### src/sv/ssd_pkg.sv
// ----------------------------------------------------------------------------
// ssd_pkg: shared types, constants and code tables for the scan driver
// Holds the action codes, the stage record passed from the input register to
// the display core, the reciprocal constants for the decimal split and the
// segment code tables for numerals and letters.
// ----------------------------------------------------------------------------
package ssd_pkg;

    localparam int DIGIT_COUNT = 4;
    localparam int SCAN_W      = $clog2(DIGIT_COUNT);
    localparam int VALUE_W     = 16;
    localparam int LETTER_W    = 7;
    localparam int SEG_W       = 8;
    localparam int IN_DATA_W   = 48;
    localparam int IN_USER_W   = 2;
    localparam int OUT_DATA_W  = 16;
    localparam int DUR_W       = 16;

    localparam logic [DUR_W-1:0] DURATION_RESET = 16'd1000;

    // Action codes carried in tuser
    typedef logic [1:0] t_action;
    localparam t_action ACT_TICK    = 2'd0;
    localparam t_action ACT_NUMBER  = 2'd1;
    localparam t_action ACT_MESSAGE = 2'd2;

    // Decimal point placement
    localparam logic [SEG_W-1:0]  POINT_BIT   = 8'b0000_0001;
    localparam logic [SCAN_W-1:0] POINT_DIGIT = 2'd2;
    localparam logic [SEG_W-1:0]  SELECT_MSB  = 8'b1000_0000;

    // Reciprocal multipliers: floor(v / D) == (v * M) >> S for every 16-bit v
    localparam logic [16:0] MUL_1000   = 17'd67109;
    localparam int          SHIFT_1000 = 26;
    localparam logic [17:0] MUL_100    = 18'd167773;
    localparam int          SHIFT_100  = 24;
    localparam logic [15:0] MUL_10     = 16'd52429;
    localparam int          SHIFT_10   = 19;

    // Letter clamp range
    localparam logic [LETTER_W-1:0] LETTER_FIRST = 7'h61;
    localparam logic [LETTER_W-1:0] LETTER_LAST  = 7'h7A;
    localparam logic [4:0]          LETTER_TOP   = 5'd25;
    localparam logic [3:0]          DIGIT_TOP    = 4'd9;

    // Record handed from the input register to the display core
    typedef struct packed {
        t_action                            action;
        logic [VALUE_W-1:0]                 value;
        logic [6:0]                         q1000;
        logic [9:0]                         q100;
        logic [12:0]                        q10;
        logic [DIGIT_COUNT-1:0][LETTER_W-1:0] letter;
    } t_stage;

    // Segment code of a decimal digit
    function automatic logic [SEG_W-1:0] numeral_code(input logic [3:0] d);
        logic [SEG_W-1:0] code;
        case (d)
            4'd0:    code = 8'b1111_1100;
            4'd1:    code = 8'b0110_0000;
            4'd2:    code = 8'hDA;
            4'd3:    code = 8'hF2;
            4'd4:    code = 8'h66;
            4'd5:    code = 8'hB6;
            4'd6:    code = 8'hBE;
            4'd7:    code = 8'hE0;
            4'd8:    code = 8'hFE;
            4'd9:    code = 8'hF6;
            default: code = 8'h00;
        endcase
        return code;
    endfunction

    // Segment code of an ASCII letter, clamped to a..z
    function automatic logic [SEG_W-1:0] letter_code(input logic [LETTER_W-1:0] c);
        logic [4:0]       idx;
        logic [LETTER_W-1:0] off;
        logic [SEG_W-1:0] code;
        off = c - LETTER_FIRST;
        if (c < LETTER_FIRST) begin
            idx = 5'd0;
        end else if (c > LETTER_LAST) begin
            idx = LETTER_TOP;
        end else begin
            idx = off[4:0];
        end
        case (idx)
            5'd0:    code = 8'b1110_1110;
            5'd1:    code = 8'h3E;
            5'd2:    code = 8'h9C;
            5'd3:    code = 8'h7A;
            5'd4:    code = 8'h9E;
            5'd5:    code = 8'h8E;
            5'd6:    code = 8'hBE;
            5'd7:    code = 8'h6E;
            5'd8:    code = 8'h60;
            5'd9:    code = 8'h70;
            5'd11:   code = 8'h1C;
            5'd12:   code = 8'hEC;
            5'd13:   code = 8'h2A;
            5'd14:   code = 8'hFC;
            5'd15:   code = 8'hCE;
            5'd16:   code = 8'hE6;
            5'd17:   code = 8'h8C;
            5'd18:   code = 8'hB6;
            5'd19:   code = 8'h1E;
            5'd20:   code = 8'h7C;
            5'd24:   code = 8'h70;
            5'd25:   code = 8'h66;
            default: code = 8'h00;  // k, v, w, x have no shape
        endcase
        return code;
    endfunction

endpackage

### src/sv/seven_segment_scan_driver.sv
// ----------------------------------------------------------------------------
// seven_segment_scan_driver: four-digit multiplexed seven-segment driver
// Takes set-number, set-message and refresh-tick transactions and returns
// one select/segment pair per refresh tick.
//
//   Channel   Direction  Content
//   s_axis    in         tuser: action; tdata: value, letter_0..letter_3
//   m_axis    out        tdata: digit_select, segment_bits
//   cfg       in         message_duration write, no read-back
//
// One transaction per cycle is accepted while the result stream is not stalled;
// a tick's result passes through the input register, then the result register,
// and completes once the receiver takes it.
// The reciprocal multipliers sit before the input register, the digit
// remainders and code tables before the state and result registers.
// Reset is synchronous, active low; duration returns to 1000.
// A stalled result holds the next tick in the input register, which then
// blocks all input; set items ahead of that tick still pass.
// ----------------------------------------------------------------------------
module seven_segment_scan_driver
    import ssd_pkg::*;
(
    input  logic                  i_clk,
    input  logic                  i_rst_n,
    // slave stream
    input  logic                  s_axis_tvalid,
    output logic                  s_axis_tready,
    input  logic [IN_DATA_W-1:0]  s_axis_tdata,  // value[15:0], letter_0[22:16],
                                                 // letter_1[29:23], letter_2[36:30],
                                                 // letter_3[43:37], zeros[47:44]
    input  logic [IN_USER_W-1:0]  s_axis_tuser,  // action[1:0]
    // master stream
    output logic                  m_axis_tvalid,
    input  logic                  m_axis_tready,
    output logic [OUT_DATA_W-1:0] m_axis_tdata,  // digit_select[7:0], segment_bits[15:8]
    // configuration
    input  logic                  i_cfg_wr_en,
    input  logic [DUR_W-1:0]      i_cfg_wr_data
);

    logic   w_load;
    logic   w_take;
    logic   w_stage_valid;
    t_stage w_stage;

    // Accept when the input register is empty or being drained
    assign s_axis_tready = !w_stage_valid || w_take;
    assign w_load        = s_axis_tvalid && s_axis_tready;

    ssd_in_stage u_in_stage (
        .i_clk     (i_clk),
        .i_rst_n   (i_rst_n),
        .i_load    (w_load),
        .i_advance (w_take),
        .i_tdata   (s_axis_tdata),
        .i_tuser   (s_axis_tuser),
        .o_valid   (w_stage_valid),
        .o_stage   (w_stage)
    );

    ssd_disp u_disp (
        .i_clk         (i_clk),
        .i_rst_n       (i_rst_n),
        .i_valid       (w_stage_valid),
        .i_stage       (w_stage),
        .i_cfg_wr_en   (i_cfg_wr_en),
        .i_cfg_wr_data (i_cfg_wr_data),
        .i_m_tready    (m_axis_tready),
        .o_take        (w_take),
        .o_m_tvalid    (m_axis_tvalid),
        .o_m_tdata     (m_axis_tdata)
    );

endmodule

### src/sv/ssd_in_stage.sv
// ----------------------------------------------------------------------------
// ssd_in_stage: input register of the scan driver
// Captures each accepted transaction together with the reciprocal products
// of the value (value/1000, value/100, value/10) for the decimal split.
// ----------------------------------------------------------------------------
module ssd_in_stage
    import ssd_pkg::*;
(
    input  logic                 i_clk,
    input  logic                 i_rst_n,
    input  logic                 i_load,
    input  logic                 i_advance,
    input  logic [IN_DATA_W-1:0] i_tdata,
    input  logic [IN_USER_W-1:0] i_tuser,
    output logic                 o_valid,
    output t_stage               o_stage
);

    logic               r_valid;
    t_stage             r_stage;
    t_stage             n_stage;
    logic [VALUE_W-1:0] w_value;
    logic [32:0]        w_p1000;
    logic [33:0]        w_p100;
    logic [31:0]        w_p10;

    // Reciprocal products of the incoming value
    assign w_value = i_tdata[VALUE_W-1:0];
    assign w_p1000 = 33'(w_value) * 33'(MUL_1000);
    assign w_p100  = 34'(w_value) * 34'(MUL_100);
    assign w_p10   = 32'(w_value) * 32'(MUL_10);

    // Unpack the transaction into the stage record
    always_comb begin
        n_stage.action    = i_tuser;
        n_stage.value     = w_value;
        n_stage.q1000     = w_p1000[SHIFT_1000 +: 7];
        n_stage.q100      = w_p100[SHIFT_100 +: 10];
        n_stage.q10       = w_p10[SHIFT_10 +: 13];
        n_stage.letter[0] = i_tdata[22:16];
        n_stage.letter[1] = i_tdata[29:23];
        n_stage.letter[2] = i_tdata[36:30];
        n_stage.letter[3] = i_tdata[43:37];
    end

    // Hold the valid flag until the core takes the item
    always_ff @(posedge i_clk) begin
        if (!i_rst_n) begin
            r_valid <= 1'b0;
        end else if (i_load) begin
            r_valid <= 1'b1;
        end else if (i_advance) begin
            r_valid <= 1'b0;
        end
    end

    // Capture payload on accept
    always_ff @(posedge i_clk) begin
        if (i_load) begin
            r_stage <= n_stage;
        end
    end

    assign o_valid = r_valid;
    assign o_stage = r_stage;

endmodule

### src/sv/ssd_disp.sv
// ----------------------------------------------------------------------------
// ssd_disp: display state and result register of the scan driver
// Finishes the decimal split, stores number and message segment codes,
// tracks message age and scan position, and registers one result per tick.
// ----------------------------------------------------------------------------
module ssd_disp
    import ssd_pkg::*;
(
    input  logic                  i_clk,
    input  logic                  i_rst_n,
    input  logic                  i_valid,
    input  t_stage                i_stage,
    input  logic                  i_cfg_wr_en,
    input  logic [DUR_W-1:0]      i_cfg_wr_data,
    input  logic                  i_m_tready,
    output logic                  o_take,
    output logic                  o_m_tvalid,
    output logic [OUT_DATA_W-1:0] o_m_tdata
);

    logic [DUR_W-1:0]      r_duration;
    logic [SCAN_W-1:0]     r_scan;
    logic [DUR_W-1:0]      r_age;
    logic                  r_shown;
    logic [SEG_W-1:0]      r_num_seg [DIGIT_COUNT];
    logic [SEG_W-1:0]      r_msg_seg [DIGIT_COUNT];
    logic                  r_out_valid;
    logic [OUT_DATA_W-1:0] r_out_data;

    logic                  w_is_tick;
    logic                  w_slot_free;
    logic [3:0]            w_digit [DIGIT_COUNT];
    logic [9:0]            w_ten_q1000;
    logic [12:0]           w_ten_q100;
    logic [15:0]           w_ten_q10;
    logic [9:0]            w_rem1;
    logic [12:0]           w_rem2;
    logic [15:0]           w_rem3;
    logic [SEG_W-1:0]      w_seg;
    logic [SEG_W-1:0]      w_sel;

    // Take the item when it produces no result or the result slot is free
    assign w_is_tick   = (i_stage.action == ACT_TICK);
    assign w_slot_free = !r_out_valid || i_m_tready;
    assign o_take      = i_valid && (!w_is_tick || w_slot_free);

    // Decimal digits from the reciprocal quotients
    assign w_ten_q1000 = 10'({i_stage.q1000, 3'b000}) + 10'({i_stage.q1000, 1'b0});
    assign w_ten_q100  = 13'({i_stage.q100, 3'b000}) + 13'({i_stage.q100, 1'b0});
    assign w_ten_q10   = 16'({i_stage.q10, 3'b000}) + 16'({i_stage.q10, 1'b0});
    assign w_rem1      = i_stage.q100 - w_ten_q1000;
    assign w_rem2      = i_stage.q10 - w_ten_q100;
    assign w_rem3      = i_stage.value - w_ten_q10;

    always_comb begin
        w_digit[0] = (i_stage.q1000 > 7'(DIGIT_TOP)) ? DIGIT_TOP : i_stage.q1000[3:0];
        w_digit[1] = w_rem1[3:0];
        w_digit[2] = w_rem2[3:0];
        w_digit[3] = w_rem3[3:0];
    end

    // Pick the segment byte of the current digit
    always_comb begin
        if (r_shown) begin
            w_seg = r_msg_seg[r_scan];
        end else if (r_scan == POINT_DIGIT) begin
            w_seg = r_num_seg[r_scan] | POINT_BIT;
        end else begin
            w_seg = r_num_seg[r_scan];
        end
        w_sel = SELECT_MSB >> r_scan;
    end

    // Duration register
    always_ff @(posedge i_clk) begin
        if (!i_rst_n) begin
            r_duration <= DURATION_RESET;
        end else if (i_cfg_wr_en) begin
            r_duration <= i_cfg_wr_data;
        end
    end

    // Scan position, message flag and age
    always_ff @(posedge i_clk) begin
        if (!i_rst_n) begin
            r_scan  <= '0;
            r_age   <= '0;
            r_shown <= 1'b0;
        end else if (o_take) begin
            case (i_stage.action)
                ACT_MESSAGE: begin
                    r_shown <= 1'b1;
                    r_age   <= '0;
                end
                ACT_TICK: begin
                    r_scan <= r_scan + 1'b1;
                    if (r_age < r_duration) begin
                        r_age <= r_age + 1'b1;
                    end else begin
                        r_shown <= 1'b0;
                    end
                end
                default: begin
                end
            endcase
        end
    end

    // Number segment codes
    always_ff @(posedge i_clk) begin
        if (!i_rst_n) begin
            for (int i = 0; i < DIGIT_COUNT; i++) begin
                r_num_seg[i] <= '0;
            end
        end else if (o_take && (i_stage.action == ACT_NUMBER)) begin
            for (int i = 0; i < DIGIT_COUNT; i++) begin
                r_num_seg[i] <= numeral_code(w_digit[i]);
            end
        end
    end

    // Message segment codes
    always_ff @(posedge i_clk) begin
        if (o_take && (i_stage.action == ACT_MESSAGE)) begin
            for (int i = 0; i < DIGIT_COUNT; i++) begin
                r_msg_seg[i] <= letter_code(i_stage.letter[i]);
            end
        end
    end

    // Result register: load on tick, drop once the transaction completes
    always_ff @(posedge i_clk) begin
        if (!i_rst_n) begin
            r_out_valid <= 1'b0;
        end else if (o_take && w_is_tick) begin
            r_out_valid <= 1'b1;
        end else if (i_m_tready) begin
            r_out_valid <= 1'b0;
        end
    end

    always_ff @(posedge i_clk) begin
        if (o_take && w_is_tick) begin
            r_out_data <= {w_seg, w_sel};
        end
    end

    assign o_m_tvalid = r_out_valid;
    assign o_m_tdata  = r_out_data;

    // A stalled result is never overwritten by a new tick
    a_no_overwrite: assert property (@(posedge i_clk) disable iff (!i_rst_n)
        (r_out_valid && !i_m_tready) |-> !(o_take && w_is_tick))
        else $error("tick taken while result register is stalled");

    // Each tick advances the scan by exactly one digit
    a_scan_step: assert property (@(posedge i_clk) disable iff (!i_rst_n)
        (o_take && w_is_tick) |=> (r_scan == $past(r_scan) + 2'd1))
        else $error("scan position did not advance on tick");

    // A message item arms the flag and clears the age
    a_msg_arm: assert property (@(posedge i_clk) disable iff (!i_rst_n)
        (o_take && (i_stage.action == ACT_MESSAGE)) |=> (r_shown && (r_age == '0)))
        else $error("message not armed");

    // The select byte in the result register is one-hot
    a_sel_onehot: assert property (@(posedge i_clk) disable iff (!i_rst_n)
        r_out_valid |-> $onehot(r_out_data[SEG_W-1:0]))
        else $error("digit select not one-hot");

endmodule

### config.mk
export PLATFORM = sky130hd
export DESIGN_NAME = seven_segment_scan_driver
export DESIGN_NICKNAME = d
export VERILOG_FILES = /design/src/sv/ssd_pkg.sv /design/src/sv/seven_segment_scan_driver.sv /design/src/sv/ssd_in_stage.sv /design/src/sv/ssd_disp.sv
export SDC_FILE = /design/constraint.sdc
export NUM_CORES = 1
export LEC_CHECK = 0
export BUFFER_PORTS_ARGS = -buffer_cell sky130_fd_sc_hd__buf_2
export CORE_MARGIN = 2
export CORE_UTILIZATION = 60
export CTS_CLUSTER_SIZE = 14
export DETAILED_ROUTE_END_ITERATION = 6
export GPL_ROUTABILITY_DRIVEN = 0
export PLACE_DENSITY = 0.78
export RECOVER_POWER = 100
export SLEW_MARGIN = 30
export SYNTH_ARGS = -nofsm -noshare
export SYNTH_HDL_FRONTEND = slang
export SYNTH_SLANG_ARGS = --single-unit
export TNS_END_PERCENT = 100
### constraint.sdc
create_clock -name i_clk -period 15.75 [get_ports i_clk]
set_clock_uncertainty 0.05 [all_clocks]
set_input_delay 3.15 -clock i_clk [delete_from_list [all_inputs] [get_ports i_clk]]
set_output_delay 3.15 -clock i_clk [all_outputs]
set_load 0.03 [all_outputs]
---- Word-level counts from Yosys, hierarchy flattened ----
Memory sizes are Yosys's and may differ from the RTL's. A register that Yosys moved wholly into a read port is not among the register bits.
Cells that the tools add are included.
cells by class
  multiplexer cells ....................... 49
  equal/unequal tests ..................... 5
  shifts and indexed selects .............. 1
  $mul .................................... 3
  $lt $le $gt $ge ......................... 10
  reduce and logical (&&, ||, !) cells .... 18
  $add $sub $neg .......................... 12
  bitwise gates (word level) .............. 4
operators by type and width
  kind                                                                    count
  8-bit two-way mux                                                       17
  5-bit two-way mux                                                       12
  16-bit by 17-bit multiplier with 33-bit output (second input constant)  1
  16-bit case mux with 2 select lines                                     1
  7-bit > comparator (second input constant)                              4
  7-bit less-than comparator (second input constant)                      4
  16-bit by 18-bit multiplier with 28-bit output (second input constant)  1
  16-bit by 16-bit multiplier with 23-bit output (second input constant)  1
  5-bit by 1-bit subtractor with 5-bit output (second input constant)     4
  16-bit by 1-bit adder with 16-bit output (second input constant)        1
  16-bit less-than comparator                                             1
  16-bit two-way mux                                                      1
  4-bit adder                                                             3
  1-bit two-way mux                                                       12
  4-bit subtractor                                                        3
  2-bit two-way mux                                                       4
  8-bit by 2-bit right shift with 8-bit output (first input constant)     1
  7-bit by 4-bit > comparator with 1-bit output (second input constant)   1
  3-bit AND reduction                                                     2
  2-bit nonzero test                                                      3
  1-bit logical AND                                                       5
  2-bit == test (second input constant)                                   2
  4-bit two-way mux                                                       1
  2-bit != test (second input constant)                                   2
  other kinds (8)                                                         15
word-level totals
  memories ................................ 10
  input port bits ......................... 71
  bits in read-only memories .............. 1,344
  register bits ........................... 102
  output and inout port bits .............. 18
  word-level logic and storage cells ...... 128
  memory bits (writable) .................. 64
memory list
  memory           depth  bits a word  read ports  clocked after Yosys merged registers in  wr ports  line           RTL
  (no name shown)  32     7            1           0                                        0         ssd_pkg.sv:88  case (idx)
  (no name shown)  32     7            1           0                                        0         ssd_pkg.sv:88
  (no name shown)  32     7            1           0                                        0         ssd_pkg.sv:88
  (no name shown)  32     7            1           0                                        0         ssd_pkg.sv:88
  (no name shown)  16     7            1           0                                        0         ssd_pkg.sv:59  case (d)
  (no name shown)  16     7            1           0                                        0         ssd_pkg.sv:59
  4 more memories  -      -            -           -                                        -         -

---- Logic depth before layout (Yosys ltp) ----
Gate-level depths: netlist of run 1.
  depth in word-level cells ............... 9
  mapped depth ............................ 20
  depth with buffers taken out ............ 20

---- Modules after synthesis ----
Synthesis of run 1 repeated with hierarchy kept, for this count alone.
unflattened totals
  cells, all modules ...................... 2,228
  area, all modules ....................... 22,678.0 um^2
modules (own cells, without submodules)
  module                     area each (um^2)  times used  cells each  seq. area each (um^2)
  ssd_in_stage               14,550.2          1           1,360       2,302.2
  ssd_disp                   8,105.3           1           866         2,802.7
  seven_segment_scan_driver  22.5              1           2           0.0

---- Worst setup path before layout of run 1 ----
OpenSTA, ideal clock, no wires.
  path kind ............................... input port to flip-flop
  start ................................... input port s_axis_tdata[1]
  end ..................................... register u_in_stage.r_stage, in the netlist u_in_stage.o_stage[44] (data pin)
  setup slack ............................. 7.436 ns
  cell stages on the path ................. 20
  required time ........................... 15.439 ns
  setup time .............................. 0.261 ns
  data arrival time ....................... 8.003 ns
  path buffers ............................ 0
  cell sequence ........................... fa_1 > inv_1 > fa_1 > inv_1 > fa_1 > inv_1 > fa_1 > inv_1 > fa_1 > inv_1 > fa_1 > inv_1 > ha_1 > a211o_1 > o211ai_1 > a21oi_1 > o311a_1 > o31ai_1 > o221ai_1 > o21bai_1
on the way
  word-level cells in the longest chain between the ends .. 1
ends and longest elaborated chain
  item                                            line                             RTL
  start: declaration                              seven_segment_scan_driver.sv:28  input logic [IN_DATA_W-1:0] s_axis_tdata,
  16-bit by 18-bit multiplier with 28-bit output  ssd_in_stage.sv:30               assign w_p100 = 34'(w_value) * 34'(MUL_100);
  via u_in_stage.w_p100[27]                       ssd_in_stage.sv:24               logic [33:0] w_p100;
  end signal: assignment                          ssd_in_stage.sv:60               r_stage <= n_stage;
  end: declaration                                ssd_in_stage.sv:20               t_stage r_stage;
The timed path passes the listed nets, and every way through them passes these cells.
A chain may end at the register's enable or synchronous reset.

---- Final worst setup path of run 1 ----
  start ................................... input port s_axis_tdata[2]
  end ..................................... register u_in_stage.r_stage, in the netlist u_in_stage.o_stage[44] (data pin)
Same word-level chain as after synthesis.

==> results of run 1 <==
==> critical path: cells and delay by family <==
kind / cells / cell delay, ns
buffers and inverters: 5 / 1.14
AOI/OAI and AO/OA: 6 / 1.28
and+or+nand+nor: 1 / 0.19
adders and majority gates: 7 / 3.48
==> sequential cells by signal, summed over array words and instances (netlist names), named ones only <==
signal / cells
u_disp.o_m_tvalid: 1
u_disp.r_msg_seg: 28
u_disp.r_shown: 1
u_disp.r_duration: 16
u_in_stage.o_valid: 1
u_in_stage.o_stage: 49
u_disp.r_age: 16
u_disp.r_num_seg: 28
u_disp.r_scan: 2
u_disp.o_m_tdata: 12
==> metrics by stage <==
| stage | cells | utilization [%] | power (mW) | hold slack [ns] | area [sq um] |
|---|---|---|---|---|---|
| finish | 2454 | 64.97 | 3.183 | 0.4354 | 21090 |
| global route | 2454 | 64.97 | 3.573 | 0.4601 | 21090 |
| CTS | 2453 | 65.11 | 3.206 | 0.4402 | 21130 |
| detailed placement | 2421 | 63.22 | 2.752 | 0.4293 | 20520 |
| global placement | 2421 | 63.21 | 2.637 | 0.4227 | 20510 |
| floorplan | 1935 | - | 2.234 | 0.4057 | 19700 |
==> layout by cell type, fill, tap and decap left out, types with 21 or more instances in the layout <==
cell type / instances
nand3_1: 23
o21ai_0: 55
fa_1: 202
mux2i_1: 34
nand2_1: 116
nor2_1: 83
nor2b_1: 21
edfxtp_1: 117
buf_2: 60
dfxtp_1: 39
ha_1: 388
xnor2_1: 53
clkbuf_1: 22
inv_1: 411
a21oi_1: 76
==> metal layers <==
layer  part of all wire (%)  wire [microns]  track usage [%]  vias to the layer above
li1                       -               -                -                     6604
met3                    4.9            2042            3.362                       93
met4                    3.0            1240            8.921                        0
met2                     52           21640            48.39                      354
met5                      0               0                0                        -
met1                     41           16990            30.53                     6668
==> path summary, 6_finish.rpt <==
check,to,startpoint,cells after the start,slack [ns]
setup / recovery,u_in_stage.o_stage[44]$_DFFE_PP_,s_axis_tdata[2],19,6.63
hold / removal,u_disp.r_duration[7]$_SDFFE_PN1P_,u_disp.r_duration[7]$_SDFFE_PN1P_,2,0.44
setup reg to reg,u_in_stage.o_stage[25]$_DFFE_PP_,u_in_stage.o_stage[75]$_DFFE_PP_,3,11.82
hold reg to reg,u_disp.r_duration[7]$_SDFFE_PN1P_,u_disp.r_duration[7]$_SDFFE_PN1P_,2,0.44
==> power breakdown <==
part | total (mW) | switching (mW) | internal, mW | leakage [nW]
combinational | 2.22 | 1.27 | 0.952 | 8.56
clock | 0.424 | 0.194 | 0.229 | 0.301
sequential | 0.536 | 0.0237 | 0.513 | 1.48
==> final cells by class <==
class | count | area (sq um)
Clock buffer | 17 | 425.4
Clock inverter | 15 | 187.7
Fill cell | 2568 | 11370
Inverter | 411 | 1543
Multi-Input combinational cell | 1329 | 13680
Sequential cell | 156 | 4294
Tap cell | 442 | 553.0
Timing Repair Buffer | 84 | 397.9
==> logic make-up after synthesis <==
logic type / share of synthesized area (%)
XOR/XNOR: 2.937
AND/OR/NAND/NOR: 8.504
other: 0.01905
adder cells (fa/ha/maj): 45.20
AO/OA/AOI/OAI: 8.968
buffers and inverters: 8.765
flip-flops: 21.81
multiplexers: 3.788
==> metrics.txt, run 1 <==
status=finished with violations; failing checks=max-capacitance violations, max-slew violations; synth unique cells=72; Most used DFF post-synth=edfxtp_1; worst slew pin tran=approximately 2.0 ns; CTS buffer count=17; cell mode on critical path=fa_1; crit-path max FO=13; FP Rows=66; cts repair resizes=0; syn avg cell area=10.19 sq um; via count=about 14k; setup bufs post-CTS=0; Startpoint Class=input pin; vias per inst=5.590; Lkg Pwr=roughly 10 nW; CTS tree=done; Post-synth top cells=inv_1 (411), ha_1 (388), fa_1 (202); Clock Latency Late Sink=between 0.4 and 0.5 ns; Layout area overhead=7.112%; chip height=approximately 190 microns; share of layout cells above drive strength 1=under 10%; synthesis-stage register bit count=156; gr usage total=around a quarter; clk sink count=roughly 160; fin crit share=roughly 58%; Max IR drop VDD=~0.17 mV; FFs w/ async S/R, synth=0%; Max Transition Viols Final=52; final wirelength=between 40000 and 50000 microns; ANT cells=0; worst hold path type=reg2reg; data required time of the worst path=around 16 ns; Setup Viol. Count Final=0; final net count=~2.7k; PD cells=approximately 150 nW/um^2; drt wl/cell=between 15 and 20 microns; Max-slew headroom=-35.28%; max cap viols=2; vias in the first global route=between 10k and 15k; Initial DRC Count=roughly 840; CP Data Arrival Time=just over 9 ns; fin crit period=a little over 9 ns; initial core utilization=60.66%; Clock Tree Buf Depth=2; pre-CTS WS=around 6.7 ns; CTS clock-pin slew for the worst setup and hold paths=~0.070 ns; Seq/Total Area, Yosys=a little over a fifth; I/O pin total=between 80 and 90; GRT overflow=0; Detailed Place HPWL=around 34000 microns; clock tree root buffer cell=clkbuf_16; fmax=about 0.11 GHz; top cell type's share of synthesized area=about a quarter; Synth Instances=1932; Synth area leader=ha_1; first-pass GRT wire length=a little under 70000 microns; Residual DRC=0; Synth Warn #=0; Final ANT Viol Nets=0; most frequent cell after synthesis=inv_1; Mapped Area=19690 sq um; slowest stage delay, CP=~0.8 ns; htree depth=4; CP Cell Sequence=clkbuf_1 -> ha_1 -> inv_1 -> fa_1 -> fa_1 -> inv_1 -> fa_1 -> fa_1 -> inv_1 -> fa_1 -> inv_1 -> ha_1 -> and4_1 -> o2111ai_1 -> a31oi_1 -> o311a_1 -> o21ai_0 -> o21ai_0 -> o21bai_1; initial antenna violation count=0; DR pass1 iterations=5; critical path endpoint category=flip-flop; crit path kind=in2reg; Final Hold Vio Count=0; largest cells by area after synthesis=ha_1 (25%), fa_1 (21%), edfxtp_1 (18%); maximum number of pins on one net before global-route repair=35; RSZ-0062 raised after global routing=false; DIE AREA=34270 sq um; Post-synth EDFFs=roughly 120; Die Wd=between 150 and 200 microns; CP max stage cell=clkbuf_1; I/O Buffers=80; Core ar.=32450 sq um; TNS Setup=0 ns; quantity of hold-fixing buffers added after cts=0; PnR worst setup slack=6.630 ns
No activity file was read; power rests on OpenSTA's default activity.
==> run 2, diff against run 1 <==
==> constraint.sdc (replaced) <==
create_clock -name i_clk -period 8.8 [get_ports i_clk]
set_clock_uncertainty 0.05 [all_clocks]
set_input_delay 1.76 -clock i_clk [delete_from_list [all_inputs] [get_ports i_clk]]
set_output_delay 1.76 -clock i_clk [all_outputs]
set_load 0.03 [all_outputs]
==> metrics.txt, run 2 (synthesized netlist as in run 1, its figures left out) <==
quantity of hold-fixing buffers added after cts=0 (unchanged); Tot Pwr=5.649 mW (+77%); Detailed Place HPWL=33770 microns (+0.30%); Core ar.=32450 sq um (unchanged); WHS Path Cells=2 (unchanged); Worst R2R End=u_in_stage.o_stage[4]$_DFFE_PP_; initial antenna violation count=0 (unchanged); Layout area overhead=7.062% (about the same); vias per inst=5.613 (+0.41%); initial core utilization=60.66% (unchanged); fin crit share=between 80% and 90%; chip height=185.1 microns (unchanged); CTS buffer count=17 (unchanged); final wirelength=41710 microns (-0.48%); most common cell after layout, fill and taps aside=inv_1; DIE AREA=34270 sq um (unchanged); cts repair resizes=0 (unchanged); gr usage total=25.74% (-0.17 points); PD cells=268.0 nW/um^2 (+78%); data required time of the worst path=8.92 ns (-6.96 ns); FP Rows=66 (unchanged); slowest stage delay, CP=0.76 ns (-0.02 ns); # fillers=2495 (-2.8%); r2r worst-path depth=3 (unchanged); crit path kind=in2reg; CP Cell Sequence=clkbuf_1 -> fa_1 -> inv_1 -> fa_1 -> inv_1 -> fa_1 -> inv_1 -> fa_1 -> inv_1 -> fa_1 -> inv_1 -> fa_1 -> inv_1 -> ha_1 -> a211o_1 -> o211ai_1 -> a21oi_1 -> o311a_1 -> o21ai_0 -> o21ai_0 -> xor2_1; Final ANT Viol Nets=0 (unchanged); family with the most delay on the worst path=adder cells; failing checks=max-capacitance violations, max-slew violations; drt wl/cell=16.98 microns (-0.60%); Max-slew headroom=-52.51% (-17 points); worst r2r src=u_in_stage.o_stage[75]$_DFFE_PP_; Max IR drop VDD=0.2168 mV (+29%); CP Data Arrival Time=7.66 ns (-1.59 ns); fin crit period=approximately 7.5 ns; max reg flops=49 (unchanged); htree depth=4 (unchanged); R2R Setup Slk=5.18 ns (-6.64 ns); Clock Tree Buf Depth=2 (unchanged); Max Transition Viols Final=42 (-19%); Setup Viol. Count Final=0 (unchanged); CTS tree=done; clk sink count=156 (unchanged); via count=13.79k (+0.53%); worst hold path type=reg2reg; maximum number of pins on one net before global-route repair=42 (+20%); max cap viols=1 (-1); setup bufs post-CTS=0 (unchanged); Endpoint, Worst Hold=u_disp.r_duration[5]$_SDFFE_PN1P_; hold_sp=u_disp.r_duration[5]$_SDFFE_PN1P_; Clock Latency Late Sink=0.43 ns (about the same); first-pass GRT wire length=69220 microns (-0.49%); RSZ-0062 raised after global routing=false; final net count=2662 (+0.075%); worst slew pin tran=2.288 ns (+0.2678 ns); critical path endpoint category=flip-flop; CP max stage cell=fa_1; crit-path max FO=13 (unchanged); cell area after placement=20520 sq um (about the same); vias in the first global route=14.23k (-1.3%); Final Hold Vio Count=0 (unchanged); CP startpoint=s_axis_tdata[2]; fmax=roughly 0.13 GHz; Startpoint Class=input pin; CP bufs+invs=7 (+2); Lkg Pwr=10.34 nW (about the same); status=finished with violations; post-route cell area=21080 sq um (about the same); Die Wd=185.1 microns (unchanged); most frequent cells in the layout=inv_1 (411), ha_1 (388), fa_1 (202), edfxtp_1 (117), nand2_1 (116); Initial DRC Count=772 (-8.0%); GRT overflow=0 (unchanged); Residual DRC=0 (unchanged); DR pass1 iterations=5 (unchanged); clock tree root buffer cell=clkbuf_16; I/O Buffers=80 (unchanged); CTS clock-pin slew for the worst setup and hold paths=0.07 ns (about the same); share of layout cells above drive strength 1=6.504% (about the same); TNS Setup=0 ns (unchanged); I/O pin total=89 (unchanged)
[run 2: cell types whose count changed in the layout (fill, tap and decap cells not counted), sizes merged]
cell    delta
buf        +1
clkbuf     +1
diode      +1
inv        +2
clkinv     -2
[run 2: report_power, final]
| part | internal, mW | switching, mW |
|---|---|---|
| registers | 0.918 | 0.0432 |
| clock network | 0.406 | 0.331 |
| logic | 1.70 | 2.25 |
| total | 3.03 | 2.62 |
[run 2: worst max-delay path by stage]
stage	endpoint	slack [ns]	cells past startpoint
2_1_floorplan	u_in_stage.o_stage[44]$_DFFE_PP_	1.88	20
5_1_grt	u_in_stage.o_stage[44]$_DFFE_PP_	0.92	19
3_5_place_dp	u_in_stage.o_stage[43]$_DFFE_PP_	1.21	21
6_report	u_in_stage.o_stage[43]$_DFFE_PP_	1.26	21
3_3_place_gp	u_in_stage.o_stage[44]$_DFFE_PP_	1.25	21
4_1_cts	u_in_stage.o_stage[43]$_DFFE_PP_	1.64	21
[run 2: cell type report]
| cell class | instances | area, sq um | area share, % |
|---|---|---|---|
| Multi-Input combinational cell | 1329 | 13680 | 64.91 |
| Sequential cell | 156 | 4294 | 20.38 |
| Inverter | 411 | 1543 | 7.320 |
| Tap cell | 442 | 553.0 | 2.624 |
| Clock buffer | 17 | 425.4 | 2.019 |
| Timing Repair Buffer | 86 | 411.6 | 1.953 |
| Clock inverter | 15 | 166.4 | 0.7896 |
| Antenna cell | 1 | 2.502 | 0.01187 |
[run 2: worst reg2reg max path, cell delays in order (launching register included)]
cell and delay (ns):
edfxtp_1 0.44, nor2_1 0.16, a31oi_1 0.83, clkbuf_1 1.69
[run 2: stage by stage]
stage	hold slack, ns	utilization (%)	std cells	setup WS (ns)
after floorplan	0.4057	-	1935	1.876
after global placement	0.4245	63.24	2422	1.246
after detailed placement	0.4321	63.24	2422	1.211
after CTS	0.4426	65.07	2454	1.636
after global routing	0.4646	64.93	2456	0.9243
final	0.4374	64.94	2457	1.258
[run 2: per-layer routing]
metal / up-vias / global-route usage (%) / part of all wire, %
li1: 6592 / - / -
met1: 6689 / 31.22 / 42
met2: 405 / 46.79 / 51
met3: 106 / 2.654 / 4.0
met4: 0 / 10.48 / 3.7
met5: - / 0 / 0
==> run 3, diff against run 2 <==
--- a/config.mk
+++ b/config.mk
@@ -11,7 +11,8 @@
 export CTS_CLUSTER_SIZE = 14
 export DETAILED_ROUTE_END_ITERATION = 6
 export GPL_ROUTABILITY_DRIVEN = 0
-export PLACE_DENSITY = 0.78
+export MAX_ROUTING_LAYER = met4
+export PLACE_DENSITY_LB_ADDON = 0.05
 export RECOVER_POWER = 100
 export SLEW_MARGIN = 30
 export SYNTH_ARGS = -nofsm -noshare
==> metrics.txt, run 3 (synthesized netlist as in run 1, its figures left out) <==
CP Cell Sequence=clkbuf_1 -> ha_1 -> inv_1 -> fa_1 -> fa_1 -> inv_1 -> fa_1 -> fa_1 -> inv_1 -> fa_1 -> inv_1 -> ha_1 -> and4_1 -> o2111ai_1 -> a31oi_1 -> o311a_1 -> o21ai_0 -> o21ai_0 -> o21bai_1; chip height=185.1 microns (unchanged); clk sink count=156 (unchanged); CTS buffer count=17 (unchanged); clock tree root buffer cell=clkbuf_16; cell mode on critical path=fa_1; Max-slew headroom=-27.36% (+25 points); fin crit period=7.620 ns (+0.07746 ns); data required time of the worst path=8.92 ns (about the same); maximum number of pins on one net before global-route repair=36 (-14%); crit path kind=in2reg; initial core utilization=60.66% (unchanged); Setup Viol. Count Final=0 (unchanged); Startpoint Class=input pin; CTS tree=done; Layout area overhead=7.176%; Detailed Place HPWL=33740 microns (about the same); Lkg Pwr=10.34 nW (about the same); share of layout cells above drive strength 1=6.408% (-0.096 points); cts repair resizes=0 (unchanged); max cap viols=2 (+1); Max IR drop VDD=0.2887 mV (+33%); fin crit share=86.59% (+0.88 points); Final Hold Vio Count=0 (unchanged); FP Rows=66 (unchanged); ANT cells=0 (-1); Residual DRC=0 (unchanged); Die Wd=185.1 microns (unchanged); TNS Setup=0 ns (unchanged); critical path endpoint category=flip-flop; RSZ-0062 raised after global routing=false; max reg flops=49 (unchanged); most frequent cells in the layout=inv_1 (411), ha_1 (388), fa_1 (202), edfxtp_1 (117), nand2_1 (116); gr usage total=26.70% (+0.95 points); I/O Buffers=80 (unchanged); DR pass1 iterations=5 (unchanged); PnR worst setup slack=1.180 ns (-0.07746 ns); Final ANT Viol Nets=0 (unchanged); final net count=2661 (-0.038%); vias in the first global route=13.83k (-2.8%); quantity of hold-fixing buffers added after cts=0 (unchanged); fmax=0.1312 GHz (-1.0%); CP max stage cell=clkbuf_1; worst slew pin tran=1.910 ns (-0.3772 ns); crit-path max FO=13 (unchanged); I/O pin total=89 (unchanged); GRT overflow=0 (unchanged); Initial DRC Count=559 (-28%); Core ar.=32450 sq um (unchanged); pre-CTS WS=1.166 ns (-0.04457 ns); initial antenna violation count=0 (unchanged); failing checks=max-capacitance violations, max-slew violations; status=finished with violations; CP Data Arrival Time=7.74 ns (+0.08 ns); DIE AREA=34270 sq um (unchanged); final wirelength=41590 microns (-0.30%); htree depth=4 (unchanged); Clock Latency Late Sink=0.43 ns (about the same); vias per inst=5.475 (-2.5%); via count=13.44k (-2.5%); Clock Tree Buf Depth=2 (unchanged); first-pass GRT wire length=68780 microns (-0.64%); drt wl/cell=16.94 microns (-0.22%); Max Transition Viols Final=52 (+24%); PD cells=268.7 nW/um^2 (+0.27%); worst hold path type=reg2reg; slowest stage delay, CP=0.78 ns (+0.02 ns); most common cell after layout, fill and taps aside=inv_1; setup bufs post-CTS=0 (unchanged); CTS clock-pin slew for the worst setup and hold paths=0.07 ns (about the same)
-- run 3: power by group --
| group | switching [mW] | total [mW] | internal [mW] |
|---|---|---|---|
| Combinational | 2.24 | 3.93 | 1.69 |
| Sequential | 0.0426 | 0.960 | 0.918 |
| Clock | 0.326 | 0.784 | 0.458 |
| Total | 2.61 | 5.67 | 3.06 |
-- run 3: through the flow --
stage	cell area [sq um]	std cells	total power, mW	hold slack (ns)	utilization (%)
3_5_place_dp	20520	2422	4.903	0.4340	63.24
4_1_cts	21150	2454	5.733	0.4416	65.17
3_3_place_gp	20520	2422	4.814	0.4237	63.24
5_1_grt	21100	2455	6.388	0.4554	65.01
2_1_floorplan	19700	1935	3.999	0.4057	-
6_report	21100	2455	5.670	0.4416	65.01
-- run 3: path summary, 6_finish.rpt --
kind | start | endpoint | slack, ns | depth (start not counted)
hold / removal | u_disp.r_duration[3]$_SDFFE_PN1P_ | u_disp.r_duration[3]$_SDFFE_PN1P_ | 0.44 | 2
setup reg to reg | u_in_stage.o_stage[75]$_DFFE_PP_ | u_in_stage.o_stage[23]$_DFFE_PP_ | 4.87 | 3
hold reg to reg | u_disp.r_duration[3]$_SDFFE_PN1P_ | u_disp.r_duration[3]$_SDFFE_PN1P_ | 0.44 | 2
setup / recovery | s_axis_tdata[2] | u_in_stage.o_stage[44]$_DFFE_PP_ | 1.18 | 19
-- run 3: final cells by class --
type | instances | area, sq um
clock buffers | 17 | 425.4
clock inverters | 15 | 200.2
fillers | 2714 | 11360
inverters | 411 | 1543
multi-input cells | 1329 | 13680
flip-flops and latches | 156 | 4294
well taps | 442 | 553.0
repair buffers | 85 | 402.9
-- run 3: metal layers --
layer  up-vias  part of all wire (%)  global-route usage [%]
met5         -                     0                       -
met4         0                   3.0                   8.984
met3        79                   2.4                   2.202
met2       229                    51                   47.10
met1      6537                    43                   32.41
li1       6597                     -                       -
-- run 3: critical path: cells and delay by family --
kind | cells | cell delay, ns
AO/OA/AOI/OAI | 6 | 1.26
buffers and inverters | 5 | 1.13
AND/OR/NAND/NOR | 1 | 0.21
adder cells (fa/ha/maj) | 7 | 3.35
